--- src/rtl/mad_pkg.sv ---
// Shared types and constants of the max-magnitude decimator.
package mad_pkg;

	localparam int CNT_W = 13;
	localparam int POS_W = 12;
	localparam int SMP_W = 16;
	localparam logic [CNT_W-1:0] FRAME_MAX = 13'd4096;

	typedef enum logic [1:0] {
		ST_LOAD,
		ST_CALC,
		ST_RUN,
		ST_REPEAT
	} ctrl_state_t;

	// controller to datapath
	typedef struct packed {
		logic div_start;
		logic load_steps;
		logic take;
		logic rep_emit;
		logic rep_skip;
	} cmd_t;

	// datapath to controller
	typedef struct packed {
		logic div_done;
		logic up_mode;
		logic slot_free;
		logic item_end;
		logic rep_full;
	} sts_t;

endpackage

--- src/rtl/mad_divider.sv ---
// Restoring divider that yields the integer and remainder step, one bit a cycle.
module mad_divider import mad_pkg::*; (
	input  logic             clk,
	input  logic             arst_n,
	input  logic             start,
	input  logic [CNT_W-1:0] dividend,
	input  logic [CNT_W-1:0] divisor,
	output logic             done,
	output logic [CNT_W-1:0] quotient,
	output logic [CNT_W-1:0] remainder
);

	localparam int CW = $clog2(CNT_W);
	localparam logic [CW-1:0] LAST = CW'(CNT_W - 1);

	logic          busy_q;
	logic          done_q;
	logic [CW-1:0] cnt_q;
	logic [CNT_W-1:0] quo_q;
	logic [CNT_W-1:0] rem_q;
	logic [CNT_W:0]   shifted;
	logic             fits;

	assign shifted = {rem_q, quo_q[CNT_W-1]};
	assign fits    = shifted >= {1'b0, divisor};

	always_ff @(posedge clk or negedge arst_n) begin
		if (!arst_n) begin
			busy_q <= 1'b0;
			done_q <= 1'b0;
			cnt_q  <= '0;
		end else begin
			done_q <= 1'b0;
			if (start) begin
				busy_q <= 1'b1;
				cnt_q  <= '0;
			end else if (busy_q) begin
				cnt_q <= cnt_q + 1'b1;
				if (cnt_q == LAST) begin
					busy_q <= 1'b0;
					done_q <= 1'b1;
				end
			end
		end
	end

	always_ff @(posedge clk) begin
		if (start) begin
			quo_q <= dividend;
			rem_q <= '0;
		end else if (busy_q) begin
			quo_q <= {quo_q[CNT_W-2:0], fits};
			rem_q <= fits ? CNT_W'(shifted - {1'b0, divisor}) : shifted[CNT_W-1:0];
		end
	end

	assign done      = done_q;
	assign quotient  = quo_q;
	assign remainder = rem_q;

endmodule

--- src/rtl/mad_ctrl.sv ---
// Sequencer of the decimator: step load, item intake and repeat emission.
module mad_ctrl import mad_pkg::*; (
	input  logic clk,
	input  logic arst_n,
	input  logic cfg_wr,
	input  logic in_valid,
	output logic in_ready,
	input  sts_t sts,
	output cmd_t cmd
);

	ctrl_state_t state_q;
	ctrl_state_t state_d;

	always_ff @(posedge clk or negedge arst_n) begin
		if (!arst_n) begin
			state_q <= ST_RUN;
		end else begin
			state_q <= state_d;
		end
	end

	always_comb begin
		state_d = state_q;
		case (state_q)
			ST_LOAD: state_d = ST_CALC;
			ST_CALC: begin
				if (sts.div_done) state_d = ST_RUN;
			end
			ST_RUN: begin
				if (in_valid && sts.slot_free && sts.up_mode) state_d = ST_REPEAT;
			end
			ST_REPEAT: begin
				if (sts.item_end && (sts.slot_free || cmd.rep_skip)) state_d = ST_RUN;
			end
			default: state_d = ST_RUN;
		endcase
		if (cfg_wr) state_d = ST_LOAD;
	end

	// Skip mode: once the repeat counter is full, step on without output.
	logic skip_q;

	always_ff @(posedge clk or negedge arst_n) begin
		if (!arst_n) begin
			skip_q <= 1'b0;
		end else if (state_q != ST_REPEAT || cfg_wr) begin
			skip_q <= 1'b0;
		end else if (cmd.rep_emit && sts.rep_full && !sts.item_end) begin
			skip_q <= 1'b1;
		end
	end

	always_comb begin
		cmd      = '0;
		in_ready = 1'b0;
		case (state_q)
			ST_LOAD: cmd.div_start = 1'b1;
			ST_CALC: cmd.load_steps = sts.div_done;
			ST_RUN: begin
				in_ready = sts.slot_free;
				cmd.take = in_valid && sts.slot_free;
			end
			ST_REPEAT: begin
				cmd.rep_skip = skip_q;
				cmd.rep_emit = !skip_q && sts.slot_free;
			end
			default: cmd = '0;
		endcase
	end

endmodule

--- src/rtl/mad_datapath.sv ---
// Counters, step registers, peak tracking and output register of the decimator.
module mad_datapath import mad_pkg::*; #(
	parameter int MAX_REPEAT = 64
) (
	input  logic             clk,
	input  logic             arst_n,
	input  logic [CNT_W-1:0] in_count,
	input  logic [CNT_W-1:0] out_count,
	input  cmd_t             cmd,
	output sts_t             sts,
	input  logic [SMP_W-1:0] sample,
	output logic             o_valid,
	input  logic             o_ready,
	output logic [SMP_W-1:0] o_value,
	output logic [POS_W-1:0] o_index,
	output logic             o_run_last,
	output logic             o_frame_last,
	output logic             o_clipped
);

	localparam int RW = $clog2(MAX_REPEAT);
	localparam int PW = CNT_W + $clog2(MAX_REPEAT + 1);
	localparam logic [RW-1:0] REP_LAST = RW'(MAX_REPEAT - 1);

	function automatic logic [SMP_W:0] mag(input logic [SMP_W-1:0] v);
		mag = v[SMP_W-1] ? (~{v[SMP_W-1], v} + 1'b1) : {1'b0, v};
	endfunction

	// control state
	logic [POS_W-1:0] in_pos_q;
	logic [CNT_W-1:0] out_pos_q;
	logic [CNT_W-1:0] bucket_end_q;
	logic [POS_W-1:0] rem_q;
	logic [CNT_W-1:0] step_whole_q;
	logic [POS_W-1:0] step_frac_q;
	logic             peak_valid_q;
	logic [RW-1:0]    rep_cnt_q;
	logic             clip_q;
	logic             o_valid_q;
	// payload
	logic [SMP_W-1:0] peak_q;
	logic [SMP_W-1:0] samp_q;

	logic [CNT_W-1:0] n_eff, w_eff;
	logic             zero_mode, dec_mode, eq_mode, up_mode;
	logic [CNT_W-1:0] in_next, out_next;
	logic             in_done, out_end;
	logic [CNT_W-1:0] r_sum;
	logic             carry;
	logic [POS_W-1:0] r_adv;
	logic [CNT_W-1:0] be_adv;
	logic [CNT_W-1:0] rs_be;
	logic [POS_W-1:0] rs_rem;
	logic             better, hit, dec_last, item_end, rep_full, clip;
	logic [SMP_W-1:0] cand;
	logic [PW-1:0]    reach;
	logic             div_done;
	logic [CNT_W-1:0] quo, div_rem;

	mad_divider u_div (
		.clk       (clk),
		.arst_n    (arst_n),
		.start     (cmd.div_start),
		.dividend  (n_eff),
		.divisor   (w_eff),
		.done      (div_done),
		.quotient  (quo),
		.remainder (div_rem)
	);

	always_comb begin
		n_eff = in_count;
		if (in_count == '0) n_eff = CNT_W'(1);
		else if (in_count > FRAME_MAX) n_eff = FRAME_MAX;
		w_eff = (out_count > FRAME_MAX) ? FRAME_MAX : out_count;
	end

	assign zero_mode = (w_eff == '0);
	assign dec_mode  = !zero_mode && (n_eff > w_eff);
	assign eq_mode   = !zero_mode && (n_eff == w_eff);
	assign up_mode   = !zero_mode && (n_eff < w_eff);

	assign in_next  = {1'b0, in_pos_q} + 1'b1;
	assign out_next = out_pos_q + 1'b1;
	assign in_done  = in_next >= n_eff;
	assign out_end  = out_next >= w_eff;

	// one Bresenham step
	assign r_sum  = {1'b0, rem_q} + {1'b0, step_frac_q};
	assign carry  = r_sum >= w_eff;
	assign r_adv  = carry ? POS_W'(r_sum - w_eff) : r_sum[POS_W-1:0];
	assign be_adv = bucket_end_q + step_whole_q + {{(CNT_W-1){1'b0}}, carry};

	// restart values: the first bucket end is set up only when decimating
	assign rs_be  = dec_mode ? step_whole_q : '0;
	assign rs_rem = dec_mode ? step_frac_q : '0;

	assign better   = !peak_valid_q || (mag(sample) > mag(peak_q));
	assign cand     = better ? sample : peak_q;
	assign hit      = in_next >= bucket_end_q;
	assign dec_last = out_end || in_done;
	assign item_end = carry || out_end;
	assign rep_full = rep_cnt_q == REP_LAST;

	// more than MAX_REPEAT points fall on this item when the remainder
	// still stays below the output count after that many steps
	assign reach = PW'(rem_q) + PW'(step_frac_q) * PW'(MAX_REPEAT);
	assign clip  = reach < PW'(w_eff);

	always_ff @(posedge clk or negedge arst_n) begin
		if (!arst_n) begin
			in_pos_q     <= '0;
			out_pos_q    <= '0;
			bucket_end_q <= '0;
			rem_q        <= '0;
			step_whole_q <= CNT_W'(1);
			step_frac_q  <= '0;
			peak_valid_q <= 1'b0;
			rep_cnt_q    <= '0;
			clip_q       <= 1'b0;
			o_valid_q    <= 1'b0;
		end else begin
			if (o_valid_q && o_ready) o_valid_q <= 1'b0;

			if (cmd.load_steps) begin
				step_whole_q <= zero_mode ? '0 : quo;
				step_frac_q  <= zero_mode ? '0 : div_rem[POS_W-1:0];
				bucket_end_q <= dec_mode ? quo : '0;
				rem_q        <= dec_mode ? div_rem[POS_W-1:0] : '0;
				in_pos_q     <= '0;
				out_pos_q    <= '0;
				peak_valid_q <= 1'b0;
			end

			if (cmd.take && dec_mode) begin
				if (hit) begin
					o_valid_q    <= 1'b1;
					peak_valid_q <= 1'b0;
					if (dec_last) begin
						in_pos_q     <= '0;
						out_pos_q    <= '0;
						bucket_end_q <= rs_be;
						rem_q        <= rs_rem;
					end else begin
						in_pos_q     <= in_next[POS_W-1:0];
						out_pos_q    <= out_next;
						bucket_end_q <= be_adv;
						rem_q        <= r_adv;
					end
				end else begin
					peak_valid_q <= 1'b1;
					in_pos_q     <= in_next[POS_W-1:0];
				end
			end

			if (cmd.take && eq_mode) begin
				o_valid_q <= 1'b1;
				if (out_end) begin
					in_pos_q     <= '0;
					out_pos_q    <= '0;
					bucket_end_q <= rs_be;
					rem_q        <= rs_rem;
				end else begin
					in_pos_q  <= in_next[POS_W-1:0];
					out_pos_q <= out_next;
				end
			end

			if (cmd.take && up_mode) begin
				rep_cnt_q <= '0;
				clip_q    <= clip;
			end

			if (cmd.rep_emit || cmd.rep_skip) begin
				if (cmd.rep_emit) begin
					o_valid_q <= 1'b1;
					rep_cnt_q <= rep_cnt_q + 1'b1;
				end
				if (item_end && in_done) begin
					in_pos_q     <= '0;
					out_pos_q    <= '0;
					bucket_end_q <= rs_be;
					rem_q        <= rs_rem;
				end else begin
					out_pos_q    <= out_next;
					bucket_end_q <= be_adv;
					rem_q        <= r_adv;
					if (item_end) in_pos_q <= in_next[POS_W-1:0];
				end
			end
		end
	end

	always_ff @(posedge clk) begin
		if (cmd.take && dec_mode) begin
			peak_q <= cand;
			if (hit) begin
				o_value      <= cand;
				o_index      <= out_pos_q[POS_W-1:0];
				o_run_last   <= 1'b1;
				o_frame_last <= dec_last;
				o_clipped    <= 1'b0;
			end
		end
		if (cmd.take && eq_mode) begin
			o_value      <= sample;
			o_index      <= out_pos_q[POS_W-1:0];
			o_run_last   <= 1'b1;
			o_frame_last <= out_end;
			o_clipped    <= 1'b0;
		end
		if (cmd.take && up_mode) samp_q <= sample;
		if (cmd.rep_emit) begin
			o_value      <= samp_q;
			o_index      <= out_pos_q[POS_W-1:0];
			o_run_last   <= item_end || rep_full;
			o_frame_last <= (item_end || rep_full) && in_done;
			o_clipped    <= clip_q;
		end
	end

	assign o_valid = o_valid_q;

	always_comb begin
		sts.div_done  = div_done;
		sts.up_mode   = up_mode;
		sts.slot_free = !o_valid_q || o_ready;
		sts.item_end  = item_end;
		sts.rep_full  = rep_full;
	end

endmodule

--- src/rtl/max_abs_decimator.sv ---
// Top level of the max-magnitude decimator: register port, sequencer and datapath.
//
// Resamples each frame of input_count signed 16-bit samples onto output_count display
// points. When input_count exceeds output_count, every bucket (bounds by integer and
// remainder Bresenham steps) gives one beat carrying its largest-magnitude sample,
// the earliest on a tie; equal counts pass samples through; a smaller input_count
// repeats each sample over the points that map to it, at most MAX_REPEAT beats per
// sample, with the clipped flag set on all of them when more points fell on it.
// Decimation and pass-through take one sample per cycle while the point stream keeps
// up; a result beat waiting in the output register holds the input until it leaves.
// Upsampling walks the points that map to a sample, skipped ones included, with one
// shared step unit, one point a cycle while the point stream keeps up, and takes the
// next sample only once the walk ends. Writing a register aborts the frame and
// recomputes the steps with a restoring divider, one quotient bit a cycle: no sample is
// taken until the divider is done and the new steps are loaded. An output_count of zero
// swallows samples. Registers: input_count at byte address 0, output_count at 4.
module max_abs_decimator import mad_pkg::*; #(
	parameter int MAX_REPEAT = 64
) (
	input  logic        clk,
	input  logic        arst_n,
	// configuration
	input  logic        psel,
	input  logic        penable,
	input  logic        pwrite,
	input  logic [2:0]  paddr,
	input  logic [31:0] pwdata,
	output logic [31:0] prdata,
	output logic        pready,
	// sample stream
	input  logic        s_tvalid,
	output logic        s_tready,
	input  logic [15:0] s_tdata,   // [15:0] sample
	// point stream
	output logic        m_tvalid,
	input  logic        m_tready,
	output logic [31:0] m_tdata,   // [15:0] value, [27:16] point_index, [31:28] zero
	output logic        m_tlast,   // frame_last
	output logic [1:0]  m_tuser    // [0] run_last, [1] clipped
);

	logic [CNT_W-1:0] in_count_q;
	logic [CNT_W-1:0] out_count_q;
	logic             cfg_wr;
	cmd_t             cmd;
	sts_t             sts;
	logic [SMP_W-1:0] o_value;
	logic [POS_W-1:0] o_index;
	logic             o_run_last;
	logic             o_frame_last;
	logic             o_clipped;

	// Register port: word-aligned, address bit 2 picks the register.
	assign pready = 1'b1;
	assign cfg_wr = psel && penable && pwrite && pready;

	always_ff @(posedge clk or negedge arst_n) begin
		if (!arst_n) begin
			in_count_q  <= CNT_W'(1);
			out_count_q <= CNT_W'(1);
		end else if (cfg_wr) begin
			if (paddr[2]) out_count_q <= pwdata[CNT_W-1:0];
			else          in_count_q  <= pwdata[CNT_W-1:0];
		end
	end

	assign prdata = paddr[2] ? {{(32-CNT_W){1'b0}}, out_count_q}
	                         : {{(32-CNT_W){1'b0}}, in_count_q};

	// Sequencer: hold intake while the steps load or repeats drain.
	mad_ctrl u_ctrl (
		.clk      (clk),
		.arst_n   (arst_n),
		.cfg_wr   (cfg_wr),
		.in_valid (s_tvalid),
		.in_ready (s_tready),
		.sts      (sts),
		.cmd      (cmd)
	);

	// Datapath: advance the Bresenham counters and fill the output register.
	mad_datapath #(
		.MAX_REPEAT (MAX_REPEAT)
	) u_dp (
		.clk          (clk),
		.arst_n       (arst_n),
		.in_count     (in_count_q),
		.out_count    (out_count_q),
		.cmd          (cmd),
		.sts          (sts),
		.sample       (s_tdata[SMP_W-1:0]),
		.o_valid      (m_tvalid),
		.o_ready      (m_tready),
		.o_value      (o_value),
		.o_index      (o_index),
		.o_run_last   (o_run_last),
		.o_frame_last (o_frame_last),
		.o_clipped    (o_clipped)
	);

	assign m_tdata = {{(32-SMP_W-POS_W){1'b0}}, o_index, o_value};
	assign m_tlast = o_frame_last;
	assign m_tuser = {o_clipped, o_run_last};

	// A repeat beat never overwrites a beat still waiting downstream.
	a_emit_free: assert property (@(posedge clk) disable iff (!arst_n)
		cmd.rep_emit |-> sts.slot_free)
		else $error("repeat beat issued while output register is occupied");

	// No sample is taken in the cycle after the divider starts.
	a_hold_calc: assert property (@(posedge clk) disable iff (!arst_n)
		cmd.div_start |=> !s_tready)
		else $error("sample taken while steps are being computed");

	// The end of a frame is always the end of a sample's run.
	a_frame_run: assert property (@(posedge clk) disable iff (!arst_n)
		m_tvalid && m_tlast |-> m_tuser[0])
		else $error("frame end without run end");

	// At most one datapath operation per cycle.
	a_one_cmd: assert property (@(posedge clk) disable iff (!arst_n)
		$onehot0({cmd.take, cmd.rep_emit, cmd.rep_skip, cmd.load_steps}))
		else $error("conflicting datapath commands");

endmodule

--- config.mk ---
export PLATFORM = sky130hd
export DESIGN_NAME = max_abs_decimator
export DESIGN_NICKNAME = d
export VERILOG_FILES = /design/src/rtl/mad_pkg.sv /design/src/rtl/mad_divider.sv /design/src/rtl/mad_ctrl.sv /design/src/rtl/mad_datapath.sv /design/src/rtl/max_abs_decimator.sv
export SDC_FILE = /design/constraint.sdc
export NUM_CORES = 1
export LEC_CHECK = 0
export BUFFER_PORTS_ARGS = -buffer_cell sky130_fd_sc_hd__buf_4
export CAP_MARGIN = 20
export CORE_AREA = 2 2 227 229
export DETAILED_ROUTE_END_ITERATION = 10
export DIE_AREA = 0 0 229 231
export HOLD_SLACK_MARGIN = 0.08
export PLACE_DENSITY = 0.57
export SYNTH_ARGS = -nofsm -noshare
export SYNTH_HDL_FRONTEND = slang
export SYNTH_SLANG_ARGS = --single-unit
--- constraint.sdc ---
create_clock -name clk -period 11 [get_ports clk]
set_clock_uncertainty 0.15 [all_clocks]
set_input_delay 1.1 -clock clk [delete_from_list [all_inputs] [get_ports clk]]
set_output_delay 1.1 -clock clk [all_outputs]
set_load 0.01 [all_outputs]
==> impl_results.md <==
* Status: completed
* Register area share after synthesis at 36.8%
* Clock share of power at between 10% and 20%
* Worst Min Path Start: u_dp.out_pos_q[5]$_DFF_PN0_
* Slew Limit Headroom at around 22%
* Hold-fix buffers, CTS at 0
* Sw Share at 44.7%
* Placer Congestion at slightly below 0.9
* Tot GR Track Use at between 10% and 20%
* Worst Setup SP: u_dp.step_frac_q[0]$_DFFE_PN0P_
* Die X-Extent at around 230 um
* Clock-pin slew on the worst setup and hold paths at 0.06 ns
* CTS Root Buffer Type: clkbuf_16
* Cell mode on critical path: fa_1
* Worst IR Drop VDD at around 0.16 mV
* Cell taking the most area after synthesis: dfrtp_1
* Logic pwr share at approximately 57%
* Die area at between 50000 and 60000 um^2
* Sw power at around 2.3 mW
* Ys async rst share at a little under three fifths
* Slew Viols, Final at 0
* Worst-case clock buffer depth at 3
* IO Count at about 130
* Least-Margin Pin Slew at around 1.2 ns
* Main area contributors after synthesis: dfrtp_1, edfxtp_1, ha_1
* First-pass DRT Iterations at 5
* Vias per inst at about 5.3
* Reg power frac at 25.6%
* Hpwl dp at ~32 mm
* Layout area overhead at 14.7%
* Core Region at 50700 um^2
* Drt drc at 0
* Share of layout cells above drive strength 1 at around 14%
* Antenna viol nets, final at 0
* Period utilization at 65.9%
* CP Class: flip-flop to flip-flop
* Std cell rows at 83
* Setup repair after global routing missed its margin: no
* Buffer and inverter count on the worst path at 0
* TNS Setup at 0 ns
* CTS Buf Count at 26
* Top-area cell type share of the netlist area at 19.2%
* Sinks on Clock Net at 208
* H-tree depth at 1
* TritonCTS clock tree: built
* CTS resizes at 0
* Number of synthesized flops with an enable pin at 76
* Via count at between 10000 and 15000
* Antenna cells at 0
* Syn_area_per_cell at between 9 and 10 um^2
* Leak pwr at between 7 and 8 nW
* Yosys warns at 0
* Largest net degree at the start of global routing at 74
* Postcts setup bufs at 0
* DP Area at approximately 16000 um^2
* Max incr delay on CP at slightly below 0.5 ns
* Worst Path Max Fanout at 7
* IO buf count at 82
* Synth Cell Area at 15000 um^2
* Worst-path cell chain: ha_1, fa_1, a21o_1, a211oi_1, o21ai_0, a31o_2, a21oi_1, xnor2_1, ha_1, a21oi_1, o21ai_1, nor4_2, a21boi_2, nor2_1, fa_1, fa_1, a211oi_1, nor2_1, nor4_1, o31ai_1, o41ai_1, xnor2_1, nor3_1, a2111o_1
* Worst EP required at 11.27 ns
* Hold Crit Class: flip-flop to flip-flop
* Worst reg2reg startpoint: u_dp.step_frac_q[0]$_DFFE_PN0P_
* Hold Violations, Final at 0
* Post-route design area at about 17000 um^2
* Total routed wirelength at between 40 and 50 mm
* Wire per inst at between 15 and 20 um
* Worst Setup Start Kind: flip-flop
* Chip height at 231 um
* Number of global-route vias before repair at 12400
* Yosys cell types at 87
* Delay-heaviest family, CP: compound AO/OA/AOI/OAI gates
* Clk Latency, worst-skew pair at around 0.55 ns
* Gr ovfl total at 0
* PwrDens at around 300 nW/um^2
* Minimum clock period at around 7.2 ns
* Top_reg_cell synth: dfrtp_1
* Net count, final at between 1500 and 2000
* Mapped Cells at approximately 1600
* Crit-path slowest cell: o41ai_1
* Power Internal at ~2.9 mW
* Final setup violation count at 0
* Max-capacitance violation count at 0
* Initial antenna violation count at 0
* First DRT Iteration DRCs at between 800 and 900
* Synthesized flop and latch total at around 210
* First-pass GRT wire length at 68.7 mm
* Initial Utilization at just under 30%
* Crit. End Element: flip-flop
* Achievable frequency at about 140 MHz
* Worst Path Arrival at about 7.5 ns
per-layer routing:
layer / global-route usage (%) / wire length (um) / vias up
li1: - / - / 6089
met1: 22.5 / 19900 / 6120
met2: 25.1 / 18800 / 398
met3: 2.94 / 2830 / 71
met4: 4.30 / 1100 / 0
met5: 0 / 0 / -
cell families (layout without fill, tap and decap cells):
group | after synthesis | after routing | synth area share (%)
simple gates | 536 | 536 | 17.0
compound gates | 421 | 421 | 18.2
flops | 208 | 208 | 36.8
fa+ha+maj | 149 | 149 | 12.7
buf+inv | 146 | 210 | 4.43
xor+xnor | 87 | 87 | 5.07
mux | 79 | 79 | 5.74
other cells | 2 | 26 | 0.0500
through the flow:
stage | instances | hold slack [ns] | power, mW | util, % | setup WS [ns]
final | 2396 | 0.314 | 5.19 | 34.0 | 3.75
after global routing | 2396 | 0.329 | 5.63 | 34.0 | 3.23
after CTS | 2393 | 0.316 | 5.17 | 33.9 | 3.82
after detailed placement | 2345 | 0.296 | 4.24 | 32.1 | 3.85
after global placement | 2344 | 0.287 | 4.17 | 32.1 | 3.83
after floorplan | 1652 | 0.275 | 3.45 | - | 4.65
worst paths after layout:
path | to | slack (ns) | depth (start not counted)
min reg2reg | u_dp.o_index[5]$_DFFE_PP_ | 0.31 | 0
max reg2reg | u_dp.bucket_end_q[12]$_DFF_PN0_ | 3.75 | 24
max | u_dp.bucket_end_q[12]$_DFF_PN0_ | 3.75 | 24
max in group asynchronous | u_ctrl.state_q[1]$_DFFE_PN1P_ | 9.07 | 3
min | u_dp.o_index[5]$_DFFE_PP_ | 0.31 | 0
min in group asynchronous | in_count_q[2]$_DFFE_PN0P_ | 0.44 | 1
worst reg2reg max path, cell delays in order, from the launching register on:
cell and delay [ns]:
dfrtp_1 0.45, ha_1 0.27, fa_1 0.42, a21o_1 0.20, a211oi_1 0.32, o21ai_0 0.19, a31o_2 0.27, a21oi_1 0.21
xnor2_1 0.17, ha_1 0.32, a21oi_1 0.23, o21ai_1 0.17, nor4_2 0.34, a21boi_2 0.42, nor2_1 0.14, fa_1 0.44
fa_1 0.43, a211oi_1 0.29, nor2_1 0.12, nor4_1 0.26, o31ai_1 0.16, o41ai_1 0.49, xnor2_1 0.21, nor3_1 0.07
a2111o_1 0.38
cell usage in the layout, fill, tap and decap left out, types with 57 or more instances in the layout:
cell type / n
nand3_1: 66
mux2_2: 57
inv_1: 60
nor2_1: 82
a21oi_1: 88
buf_4: 99
o21ai_0: 133
dfrtp_1: 115
nand2_1: 215
edfxtp_1: 76
ha_1: 143
cell type report:
cell class                      instances  area, um^2
Clock inverter                         10         149
Inverter                               61         229
Tap cell                              680         851
Multi-Input combinational cell       1298        8940
Fill cell                            5275       33500
Sequential cell                       208        5530
Clock buffer                           38         748
Timing Repair Buffer                  101         776
power by group through the flow:
stage / Sequential, mW / Clock (mW) / Combinational (mW)
2_1_floorplan: 1.24 / 0 / 2.21
3_3_place_gp: 1.33 / 0 / 2.84
3_5_place_dp: 1.34 / 0 / 2.90
4_1_cts: 1.32 / 0.932 / 2.92
5_1_grt: 1.36 / 0.965 / 3.31
6_report: 1.33 / 0.909 / 2.95
registers in the layout (all words and copies together) (netlist names), 13 cells and up:
signal                flops
u_dp.o_value             16
u_dp.peak_q              16
u_dp.samp_q              16
in_count_q               13
out_count_q              13
u_dp.bucket_end_q        13
u_dp.out_pos_q           13
u_dp.step_whole_q        13
u_dp.u_div.quotient      13
u_dp.u_div.remainder     13
cell usage after synthesis, types with 18 or more instances:
cell type  count
mux2i_1       22
inv_1         60
clkbuf_1      41
buf_4         28
nand3_1       66
a21oi_1       88
nor2b_1       18
a21o_1        27
mux2_2        57
and3_1        28
nor3_1        27
xor2_1        32
o21ai_0      133
nor2_1        83
edfxtp_1      76
nand2_1      215
xnor2_1       55
dfrtp_1      115
ha_1         143
(Power assumes the default switching activity.)
